===== config.mk =====
export PLATFORM = sky130hd
export DESIGN_NAME = weighted_least_use_peer_select_unit
export DESIGN_NICKNAME = d
export VERILOG_FILES = /design/src/wlps_pkg.sv /design/src/wlps_div.sv /design/src/weighted_least_use_peer_select_unit.sv
export SDC_FILE = /design/constraint.sdc
export NUM_CORES = 1
export LEC_CHECK = 0
export ABC_CLOCK_PERIOD_IN_PS = 11250
export CORE_ASPECT_RATIO = 1.25
export CORE_MARGIN = 4
export CORE_UTILIZATION = 30
export CTS_CLUSTER_SIZE = 25
export DETAILED_ROUTE_END_ITERATION = 8
export DONT_BUFFER_PORTS = 1
export GPL_TIMING_DRIVEN = 0
export HOLD_SLACK_MARGIN = 0.06
export PLACE_DENSITY = 0.51
export SYNTH_ARGS = -nofsm -noshare
export SYNTH_HDL_FRONTEND = slang
export SYNTH_SLANG_ARGS = --single-unit

===== constraint.sdc =====
create_clock -name i_clk -period 11.25 [get_ports i_clk]
set_clock_uncertainty 0.15 [all_clocks]
set_input_delay 0 -clock i_clk [delete_from_list [all_inputs] [get_ports i_clk]]
set_output_delay 0 -clock i_clk [all_outputs]
set_load 0.005 [all_outputs]

===== src/wlps_pkg.sv =====
// Shared types and constants for the weighted least-use peer selector.
`timescale 1ns / 1ps
package wlps_pkg;

    localparam int USE_W      = 16;
    localparam int WEIGHT_W   = 8;
    localparam int PRIO_SHIFT = 8;
    localparam int PRIO_W     = USE_W + PRIO_SHIFT;
    localparam int ADDR_PEERS = 4;
    localparam int PIU_W      = 3;
    localparam int IVL_W      = 16;
    localparam int CFG_IDX_W  = 3;
    localparam int CFG_DATA_W = 16;
    localparam int DIV_CNT_W  = $clog2(PRIO_W);

    localparam logic [CFG_IDX_W-1:0] CFG_PEERS_IN_USE = 3'd0;
    localparam logic [CFG_IDX_W-1:0] CFG_REBAL_IVL    = 3'd1;
    localparam logic [CFG_IDX_W-1:0] CFG_WEIGHT_0     = 3'd2;
    localparam logic [CFG_IDX_W-1:0] CFG_WEIGHT_1     = 3'd3;
    localparam logic [CFG_IDX_W-1:0] CFG_WEIGHT_2     = 3'd4;
    localparam logic [CFG_IDX_W-1:0] CFG_WEIGHT_3     = 3'd5;

    localparam logic CMD_SELECT = 1'b0;
    localparam logic CMD_REPORT = 1'b1;

    typedef struct packed {
        logic                start;
        logic [PRIO_W-1:0]   dividend;
        logic [WEIGHT_W-1:0] divisor;
    } t_div_req;

    typedef struct packed {
        logic              busy;
        logic              done;
        logic [PRIO_W-1:0] quotient;
    } t_div_stat;

endpackage


===== src/wlps_div.sv =====
// Shared radix-2 restoring divider, one quotient bit per cycle.
`timescale 1ns / 1ps
module wlps_div (
    input  logic                i_clk,
    input  logic                i_rst_n,
    input  wlps_pkg::t_div_req  i_req,
    output wlps_pkg::t_div_stat o_stat
);

    logic                          r_busy;
    logic                          r_done;
    logic [wlps_pkg::PRIO_W-1:0]   r_shf;
    logic [wlps_pkg::WEIGHT_W-1:0] r_rem;
    logic [wlps_pkg::WEIGHT_W-1:0] r_div;
    logic [wlps_pkg::DIV_CNT_W-1:0] r_cnt;

    logic [wlps_pkg::WEIGHT_W:0]   w_trial;
    logic                          w_qbit;
    logic [wlps_pkg::WEIGHT_W-1:0] w_rem_next;

    always_comb begin
        w_trial    = {r_rem, r_shf[wlps_pkg::PRIO_W-1]};
        w_qbit     = (w_trial >= {1'b0, r_div});
        w_rem_next = w_qbit ? wlps_pkg::WEIGHT_W'(w_trial - {1'b0, r_div})
                            : w_trial[wlps_pkg::WEIGHT_W-1:0];
    end

    always_ff @(posedge i_clk) begin
        if (!i_rst_n) begin
            r_busy <= 1'b0;
            r_done <= 1'b0;
            r_cnt  <= '0;
        end else begin
            r_done <= 1'b0;
            if (i_req.start) begin
                r_shf  <= i_req.dividend;
                r_div  <= i_req.divisor;
                r_rem  <= '0;
                r_cnt  <= '0;
                r_busy <= 1'b1;
            end else if (r_busy) begin
                // shift the dividend out the top, quotient bits in the bottom
                r_rem <= w_rem_next;
                r_shf <= {r_shf[wlps_pkg::PRIO_W-2:0], w_qbit};
                r_cnt <= r_cnt + 1'b1;
                if (r_cnt == wlps_pkg::DIV_CNT_W'(wlps_pkg::PRIO_W - 1)) begin
                    r_busy <= 1'b0;
                    r_done <= 1'b1;
                end
            end
        end
    end

    assign o_stat.busy     = r_busy;
    assign o_stat.done     = r_done;
    assign o_stat.quotient = r_shf;

endmodule


===== src/weighted_least_use_peer_select_unit.sv =====
// Top level: peer state, scan sequencer and output register of the peer selector.
//
//  channel  dir  signals                               payload
//  s        in   i_s_tvalid o_s_tready i_s_tdata/tuser  tuser: cmd; tdata: see port
//  m        out  o_m_tvalid i_m_tready o_m_tdata        ok, chosen_peer, context_failed
//  cfg      in   i_cfg_we i_cfg_idx i_cfg_wdata         register writes, no read-back
//
//  A select visits each peer in use: a dead one is skipped in the scan; for a
//  live one the shared serial divider loads, runs 24 steps and flags done while
//  the sequencer waits. The pick and finish states then reach the output register,
//  with one all-dead retry of the scan. A failure report goes straight to finish.
//  Reset is synchronous: use counts, dead marks and the select counter clear.
//  A new beat is taken while a result waits at the output; the next result
//  holds in the sequencer until the output register frees.
`timescale 1ns / 1ps
module weighted_least_use_peer_select_unit #(
    parameter int NUM_PEERS = 4
) (
    input  logic                             i_clk,
    input  logic                             i_rst_n,
    input  logic                             i_s_tvalid,
    output logic                             o_s_tready,
    // [0] already_failed, [2:1] failed_peer, [3] failed_peer_valid, [7:4] zero
    input  logic [7:0]                       i_s_tdata,
    // [0] cmd
    input  logic                             i_s_tuser,
    output logic                             o_m_tvalid,
    input  logic                             i_m_tready,
    // [0] ok, [2:1] chosen_peer, [3] context_failed, [7:4] zero
    output logic [7:0]                       o_m_tdata,
    input  logic                             i_cfg_we,
    input  logic [wlps_pkg::CFG_IDX_W-1:0]   i_cfg_idx,
    input  logic [wlps_pkg::CFG_DATA_W-1:0]  i_cfg_wdata
);

    localparam int NSTORE = (NUM_PEERS < wlps_pkg::ADDR_PEERS) ? NUM_PEERS
                                                               : wlps_pkg::ADDR_PEERS;
    localparam int IDX_W  = $clog2(NSTORE);
    localparam int CNT_W  = $clog2(NSTORE + 1);

    typedef enum logic [4:0] {
        ST_IDLE = 5'b00001,
        ST_SCAN = 5'b00010,
        ST_WAIT = 5'b00100,
        ST_PICK = 5'b01000,
        ST_FIN  = 5'b10000
    } t_state;

    t_state r_state;

    logic [wlps_pkg::PIU_W-1:0]    r_peers_in_use;
    logic [wlps_pkg::IVL_W-1:0]    r_rebal_ivl;
    logic [wlps_pkg::WEIGHT_W-1:0] r_weight [wlps_pkg::ADDR_PEERS];

    logic [wlps_pkg::USE_W-1:0]    r_use [NSTORE];
    logic [NSTORE-1:0]             r_dead;
    logic [wlps_pkg::IVL_W-1:0]    r_sel_cnt;

    logic [CNT_W-1:0]              r_idx;
    logic                          r_best_valid;
    logic [IDX_W-1:0]              r_best_idx;
    logic [wlps_pkg::PRIO_W-1:0]   r_best_prio;
    logic                          r_failed;
    logic                          r_ok;

    logic                          r_out_valid;
    logic [7:0]                    r_out_data;

    logic [wlps_pkg::PIU_W-1:0]    w_active;
    logic                          w_scan_end;
    logic [IDX_W-1:0]              w_idx;
    logic [wlps_pkg::WEIGHT_W-1:0] w_weight;
    logic                          w_accept;
    logic                          w_out_free;
    logic [1:0]                    w_fpeer;
    logic                          w_rel_ok;

    wlps_pkg::t_div_req            w_div_req;
    wlps_pkg::t_div_stat           w_div_stat;

    always_comb begin
        w_active   = (r_peers_in_use > wlps_pkg::PIU_W'(NSTORE))
                     ? wlps_pkg::PIU_W'(NSTORE) : r_peers_in_use;
        w_scan_end = (wlps_pkg::PIU_W'(r_idx) >= w_active);
        w_idx      = r_idx[IDX_W-1:0];
        w_weight   = r_weight[2'(w_idx)];
        if (w_weight == '0) begin
            w_weight = wlps_pkg::WEIGHT_W'(1);
        end
        w_accept   = i_s_tvalid && o_s_tready;
        w_out_free = !r_out_valid || i_m_tready;
        w_fpeer    = i_s_tdata[2:1];
        w_rel_ok   = i_s_tdata[3] && ({1'b0, w_fpeer} < 3'(NSTORE));

        w_div_req.start    = (r_state == ST_SCAN) && !w_scan_end && !r_dead[w_idx];
        w_div_req.dividend = {r_use[w_idx], wlps_pkg::PRIO_SHIFT'(0)};
        w_div_req.divisor  = w_weight;
    end

    wlps_div u_div (
        .i_clk   (i_clk),
        .i_rst_n (i_rst_n),
        .i_req   (w_div_req),
        .o_stat  (w_div_stat)
    );

    // configuration registers
    always_ff @(posedge i_clk) begin
        if (!i_rst_n) begin
            r_peers_in_use <= wlps_pkg::PIU_W'(4);
            r_rebal_ivl    <= '0;
            for (int i = 0; i < wlps_pkg::ADDR_PEERS; i++) begin
                r_weight[i] <= wlps_pkg::WEIGHT_W'(1);
            end
        end else if (i_cfg_we) begin
            unique case (i_cfg_idx)
                wlps_pkg::CFG_PEERS_IN_USE: r_peers_in_use <= i_cfg_wdata[wlps_pkg::PIU_W-1:0];
                wlps_pkg::CFG_REBAL_IVL:    r_rebal_ivl    <= i_cfg_wdata;
                wlps_pkg::CFG_WEIGHT_0:     r_weight[0] <= i_cfg_wdata[wlps_pkg::WEIGHT_W-1:0];
                wlps_pkg::CFG_WEIGHT_1:     r_weight[1] <= i_cfg_wdata[wlps_pkg::WEIGHT_W-1:0];
                wlps_pkg::CFG_WEIGHT_2:     r_weight[2] <= i_cfg_wdata[wlps_pkg::WEIGHT_W-1:0];
                wlps_pkg::CFG_WEIGHT_3:     r_weight[3] <= i_cfg_wdata[wlps_pkg::WEIGHT_W-1:0];
                default: ;
            endcase
        end
    end

    // sequencer and peer state
    always_ff @(posedge i_clk) begin
        if (!i_rst_n) begin
            r_state      <= ST_IDLE;
            r_dead       <= '0;
            r_sel_cnt    <= '0;
            r_idx        <= '0;
            r_best_valid <= 1'b0;
            r_failed     <= 1'b0;
            r_ok         <= 1'b0;
            r_out_valid  <= 1'b0;
            for (int i = 0; i < NSTORE; i++) begin
                r_use[i] <= '0;
            end
        end else begin
            if (i_m_tready) begin
                r_out_valid <= 1'b0;
            end
            unique case (r_state)
                ST_IDLE: begin
                    if (w_accept) begin
                        r_failed     <= i_s_tdata[0];
                        r_ok         <= 1'b0;
                        r_best_idx   <= '0;
                        r_idx        <= '0;
                        r_best_valid <= 1'b0;
                        if (i_s_tuser == wlps_pkg::CMD_REPORT) begin
                            if (w_rel_ok) begin
                                if (r_use[w_fpeer[IDX_W-1:0]] != '0) begin
                                    r_use[w_fpeer[IDX_W-1:0]] <=
                                        r_use[w_fpeer[IDX_W-1:0]] - 1'b1;
                                end
                                r_dead[w_fpeer[IDX_W-1:0]] <= 1'b1;
                            end
                            r_state <= ST_FIN;
                        end else begin
                            if ((r_rebal_ivl != '0) && (r_sel_cnt == r_rebal_ivl)) begin
                                r_dead    <= '0;
                                r_sel_cnt <= wlps_pkg::IVL_W'(1);
                            end else begin
                                r_sel_cnt <= r_sel_cnt + 1'b1;
                            end
                            r_state <= ST_SCAN;
                        end
                    end
                end
                ST_SCAN: begin
                    if (w_scan_end) begin
                        r_state <= ST_PICK;
                    end else if (r_dead[w_idx]) begin
                        r_idx <= r_idx + 1'b1;
                    end else begin
                        r_state <= ST_WAIT;
                    end
                end
                ST_WAIT: begin
                    if (w_div_stat.done) begin
                        // strict compare: ties stay with the lower index
                        if (!r_best_valid || (w_div_stat.quotient < r_best_prio)) begin
                            r_best_valid <= 1'b1;
                            r_best_idx   <= w_idx;
                            r_best_prio  <= w_div_stat.quotient;
                        end
                        r_idx   <= r_idx + 1'b1;
                        r_state <= ST_SCAN;
                    end
                end
                ST_PICK: begin
                    if (r_best_valid) begin
                        if (r_use[r_best_idx] != {wlps_pkg::USE_W{1'b1}}) begin
                            r_use[r_best_idx] <= r_use[r_best_idx] + 1'b1;
                        end
                        r_ok    <= 1'b1;
                        r_state <= ST_FIN;
                    end else if (!r_failed) begin
                        // all dead: spend the one retry
                        r_failed  <= 1'b1;
                        r_dead    <= '0;
                        r_sel_cnt <= wlps_pkg::IVL_W'(1);
                        r_idx     <= '0;
                        r_state   <= ST_SCAN;
                    end else begin
                        r_state <= ST_FIN;
                    end
                end
                ST_FIN: begin
                    if (w_out_free) begin
                        r_out_valid <= 1'b1;
                        r_out_data  <= {4'b0000, r_failed,
                                        r_ok ? 2'(r_best_idx) : 2'b00, r_ok};
                        r_state     <= ST_IDLE;
                    end
                end
                default: begin
                    r_state <= ST_IDLE;
                end
            endcase
        end
    end

    assign o_s_tready = (r_state == ST_IDLE);
    assign o_m_tvalid = r_out_valid;
    assign o_m_tdata  = r_out_data;

endmodule

Word level (Yosys, flattened, before mapping)
Memory sizes are Yosys's and may differ from the RTL's. A register that Yosys moved wholly into a read port is not among the register bits.
Index checks and enable logic that the tools add are counted.
{"block": "totals", "register_bits": 128, "ramBits": 96, "in_bits": 33, "out_inout_bits": 10, "elab_cells": 208, "memories": 2}
{"memory": "r_use", "depth": 4, "width": 16, "read_ports": 3, "rd_clocked_by_memory_dff": 2, "write_ports": 4, "line_no": "weighted_least_use_peer_select_unit.sv:55", "rtl": "logic [wlps_pkg::USE_W-1:0] r_use [NSTORE];"}
{"memory": "r_weight", "depth": 4, "width": 8, "read_ports": 1, "rd_clocked_by_memory_dff": 1, "write_ports": 4, "line_no": "weighted_least_use_peer_select_unit.sv:53", "rtl": "logic [wlps_pkg::WEIGHT_W-1:0] r_weight [wlps_pkg::ADDR_PEERS];"}
{"block": "op_classes", "add_sub_neg": 6, "n_lt_le_gt_ge": 7, "eq_ne": 26, "muxes": 102, "bitwise": 7, "reduce_logical": 37}
{"cell": "2-to-1 mux 16 bit", "n": 7}
{"cell": "2-to-1 mux 24 bit", "n": 2}
{"cell": "2-to-1 mux 8 bit", "n": 6}
{"cell": "2-to-1 mux 1 bit", "n": 46}
{"cell": "2-to-1 mux 5 bit", "n": 8}
{"cell": "adder 16 x 1 -> 16 bit (second input constant)", "n": 2}
{"cell": "one-hot mux 16 bit (2 select lines)", "n": 1}
{"cell": "nonzero test 16 bit", "n": 2}
{"cell": "OR reduction 16 bit", "n": 2}
{"cell": "one-hot mux 5 bit (5 select lines)", "n": 1}
{"cell": "less-than comparator 24 bit", "n": 1}
{"cell": "2-to-1 mux 4 bit", "n": 6}
{"cell": "2-to-1 mux 3 bit", "n": 7}
{"cell": "2-to-1 mux 2 bit", "n": 10}
{"cell": "== test 16 bit", "n": 1}
{"cell": "inequality test 16 bit (second input constant)", "n": 1}
{"cell": "subtractor 16 x 1 -> 16 bit (second input constant)", "n": 1}
{"cell": "inequality test 2 bit (second input constant)", "n": 7}
{"cell": "one-hot mux 3 bit (4 select lines)", "n": 1}
{"cell": "AND reduction 4 bit", "n": 3}
{"cell": "== test 5 bit (second input constant)", "n": 2}
{"cell": "AND reduction 5 bit", "n": 2}
{"cell": ">= comparator 9 x 8 -> 1 bit", "n": 1}
{"cell": "AND reduction 3 bit", "n": 3}
{"cell": "37 further kinds", "n": 62}

Depth between registers and ports, before layout
An unclocked memory read counts as a cell.
{"block": "depth", "word_depth": 12, "mapped_depth": 13, "ltp_nobuf": 10}

Cells and area by module
A second synthesis with hierarchy kept.
{"block": "unflattened", "cells_unflattened": 1041, "area_unflattened_um2": 12375.6}
{"mod": "weighted_least_use_peer_select_unit", "instances": 1, "cells_per_inst": 862, "area_each_um2": 9960.8, "seq_area_each_um2": 4884.7}
{"mod": "wlps_div", "instances": 1, "cells_per_inst": 179, "area_each_um2": 2414.8, "seq_area_each_um2": 1341.3}

Worst setup path after synthesis
No wires, ideal clock.
{"block": "synth_timing", "path_kind": "register -> register", "start": "register (tool-made name)", "end": "memory r_use[1][0] (netlist bit) (enable)", "setup_time_ps": 372, "arrival_ps": 3219, "t_required_ps": 10728, "setup_slack_ps": 7509, "path_stages_with_launch": 13, "n_path_buf": 4, "synth_period_minus_slack_ps": 3741, "cell_sequence": "dfxtp_1 > buf_2 > buf_2 > mux4_2 > ha_1 > nand4_1 > nand4bb_1 > nand3_1 > o22a_1 > or2_1 > buf_4 > buf_4 > nand2_1"}
{"item": "to (decl)", "line_no": "weighted_least_use_peer_select_unit.sv:55"}

==> results.py <==
metrics = {
    "run_status": {
        "outcome": "complete, no violations",
    },
    "final_layout": {
        "fill_cells": 3827,
        "drive_gt1_share_pct": 12.9,
        "syn_to_final_growth_pct": 17.3,
        "regArea_um2": 6230,
        "num-nets-final": 1183,
        "final_common_cell": "edfxtp_1",
        "multiInputGateArea_um2": 5350,
        "layout_common_cells": "edfxtp_1 (166), nor2_1 (114), nand2_1 (83), inv_1 (65), dfxtp_1 (62)",
    },
    "global_routing": {
        "grt_max_degree": 34,
        "grt_pass1_vias": 8304,
        "grt.total_usage_pct": 13.6,
        "met3_usage_pct": 1.53,
        "met1_usage_pct": 16.9,
        "antenna_found_initial": 2,
        "grt-busiest-layer": "met2",
        "use_met2_pct": 25.1,
        "grt_pass1_wl_um": 47000,
        "gr-total-overflow": 0,
    },
    "worst_setup_path": {
        "regToRegSetupSlack_ns": 6.18,
        "cpLargestDelayFamily": "simple AND/OR/NAND/NOR gates",
        "crit_fanout": 16,
        "endpoint_kind": "flop",
        "criticalPathCategory": "flop to flop",
        "crit_required_ns": 11.25,
        "worstSetupStartpointType": "flop",
        "slowest_delay_ns": 0.67,
        "r2r.worst_path.cells": 12,
        "crit_chain": "clkbuf_1 > clkbuf_1 > mux4_2 > ha_1 > nand4_1 > nand4bb_1 > nand3_1 > o22a_1 > or2_1 > buf_4 > buf_4 > nand2_1",
        "cp_slowest_cell": "nand2_1",
        "path_buf_inv": 4,
        "arrival_ns": 5.07,
        "reg2reg_to": "r_use[1][14]",
    },
    "drt": {
        "wire_per_inst_um": 18.3,
        "viasPerCell": 4.97,
        "wirelength_um": 29800,
        "drc": 0,
        "first_pass_iters": 4,
        "drt_iter0_markers": 432,
        "vias": 8085,
        "antenna_left": 0,
    },
    "clocking": {
        "post-cts-setup-buffer-count": 0,
        "post_cts_resized": 0,
        "root_buffer": "clkbuf_16",
        "cts_tree": "done",
        "clock_latency_ns": 0.54,
        "cts_buffers": 24,
        "h-tree-depth": 1,
        "cts.path.max_buffers": 3,
        "clk_pin_slew_ns": 0.06,
        "clkSinkCount": 228,
    },
    "power": {
        "power.total_uw": 2050,
        "power.density_nw_per_um2": 145,
        "vdd_drop_max_uv": 105,
        "power.static_leakage_uw": 0.00510,
    },
    "yosys": {
        "synth-edff-count": 166,
        "syn_inst": 1015,
        "netlist_area_um2": 12000,
        "seq_area_frac_synth_pct": 51.8,
        "ys.flop_type": "edfxtp_1",
        "yosysUniqueCellTypes": 64,
        "yosys_warnings": 0,
        "synthArstFlopShare_pct": 0,
        "ys_ff_latch": 228,
        "syn-mean-instance-area_um2": 11.8,
    },
    "worst_hold_path": {
        "holdPathStages": 3,
        "hp-class": "input pin to flop",
        "min_to": "r_dead[3]",
        "min_from": "i_s_tdata[2]",
    },
    "sta": {
        "fmax_ghz": 0.197,
        "tightest_slew_ns": 1.02,
        "final-setup-viol-count": 0,
        "hold_slack_ns": 0.107,
        "fin_tns_setup_ns": 0,
        "slew_headroom_pct": 32.2,
        "slew_violations": 0,
        "timing.final.crit_share_pct": 45.1,
        "hold_viol": 0,
        "grt_setup_unrepaired": "no",
        "period_minus_slack_ns": 5.07,
    },
    "floorplan": {
        "dieArea_um2": 43400,
        "die_h_um": 232,
        "initial_core_util_pct": 30.5,
        "die_x_um": 187,
        "io_pins": 43,
        "core-area_um2": 39400,
        "rows": 81,
    },
    "run": {
        "drv_cap": 0,
    },
    "placed_design": {
        "post-dp-hpwl_um": 21600,
        "gp_congestion": 0.845,
        "port_buffers": 0,
    },
}
## state kept, by name, indices dropped and copies added, names as in the netlist, 4 cells and up, named ones only
name and flops:
r_weight 32, r_dead 4, r_sel_cnt 16, r_use 64, u_div.r_cnt 5, r_rebal_ivl 16
r_state 5, u_div.r_div 8, u_div.r_rem 8, u_div.r_shf 24, o_m_tdata 4, r_best_prio 24
## power by group
part	internal [uW]	switching, uW
Combinational	123	165
Clock	470	335
Sequential	937	22.1
## worst min-delay path: stages
cell	delay, ns
clkbuf_1	0.37
a31oi_1	0.32
nor2_1	0.05
## cell usage after synthesis (3+ instances only)
cell type | count | area (um^2)
edfxtp_1 | 166 | 4980
nor2_1 | 115 | 432
nand2_1 | 83 | 312
inv_1 | 65 | 244
dfxtp_1 | 62 | 1240
mux4_2 | 57 | 1280
ha_1 | 40 | 500
and2_1 | 37 | 231
xnor2_1 | 30 | 263
xor2_1 | 28 | 245
clkbuf_1 | 24 | 90.1
a21boi_0 | 22 | 165
a21oi_1 | 22 | 110
nor2b_1 | 21 | 131
o21ai_0 | 20 | 100
nand4_1 | 19 | 119
mux2_2 | 17 | 191
a21o_1 | 16 | 120
nor3_1 | 15 | 75.1
nand3_1 | 12 | 60.1
and3_1 | 9 | 56.3
or3_1 | 9 | 56.3
buf_4 | 8 | 60.1
nand2b_1 | 8 | 50.1
nor4_1 | 8 | 50.1
a31oi_1 | 7 | 43.8
o21a_1 | 6 | 45.0
o22a_1 | 6 | 52.6
a211oi_1 | 5 | 37.5
and4_1 | 5 | 43.8
buf_2 | 5 | 25.0
nand3b_1 | 5 | 37.5
o211ai_1 | 5 | 37.5
mux2i_1 | 4 | 40.0
nand4b_1 | 4 | 35.0
or2_2 | 4 | 25.0
a2bb2oi_1 | 3 | 26.3
a311oi_1 | 3 | 26.3
buf_1 | 3 | 11.3
buf_6 | 3 | 33.8
nor3b_1 | 3 | 22.5
o2111ai_1 | 3 | 26.3
or4_1 | 3 | 22.5
## cell type report
type / count / area share (%)
Sequential cell: 228 / 44.1
Clock inverter: 12 / 1.04
Multi-Input combinational cell: 681 / 37.9
Clock buffer: 32 / 4.54
Tap cell: 498 / 4.42
Antenna cell: 2 / 0.0355
Buffer: 43 / 1.56
Inverter: 66 / 1.77
Timing Repair Buffer: 65 / 4.59
## how the worst max path moves through the flow
| stage | start | to | cells after the start |
|---|---|---|---|
| after detailed placement | flop | r_use[1][5] | 12 |
| after CTS | flop | r_use[1][14] | 12 |
| after global routing | flop | r_use[1][14] | 12 |
| after global placement | flop | r_use[3][7] | 9 |
| after floorplan | flop | r_use[1][0] | 12 |
| final | flop | r_use[1][14] | 12 |
## logic make-up (layout without fill, tap and decap cells)
kind of cell	Yosys count	after routing	synth area share, %
multiplexers	78	78	12.6
AND/OR/NAND/NOR	368	368	15.3
buffers and inverters	109	218	3.91
flip-flops	228	228	51.8
AO/OA/AOI/OAI	132	132	7.89
adder cells (fa/ha/maj)	41	41	4.33
other	1	6	0.0312
XOR/XNOR	58	58	4.22
## repair_timing
action	in CTS	in global routing
endpoints found under the hold margin	110	24
endpoints found under the setup margin	0	0
hold buffers	57	3
## layer usage
layer  part of all wire (%)  up-vias
met5                      0        -
met4                    2.2        0
met3                    3.6       39
met2                     52      137
met1                     42     4012
li1                       -     3897
## stage by stage
stage / setup WS (ns) / utilization (%) / instances / area, um^2
floorplan: 7.51 / - / 1018 / 12000
global placement: 6.07 / 32.1 / 1516 / 12700
detailed placement: 6.17 / 32.2 / 1519 / 12700
CTS: 6.12 / 35.7 / 1620 / 14100
global route: 5.94 / 35.8 / 1625 / 14100
finish: 6.18 / 35.8 / 1627 / 14100
No activity file was read; power rests on OpenSTA's default activity.
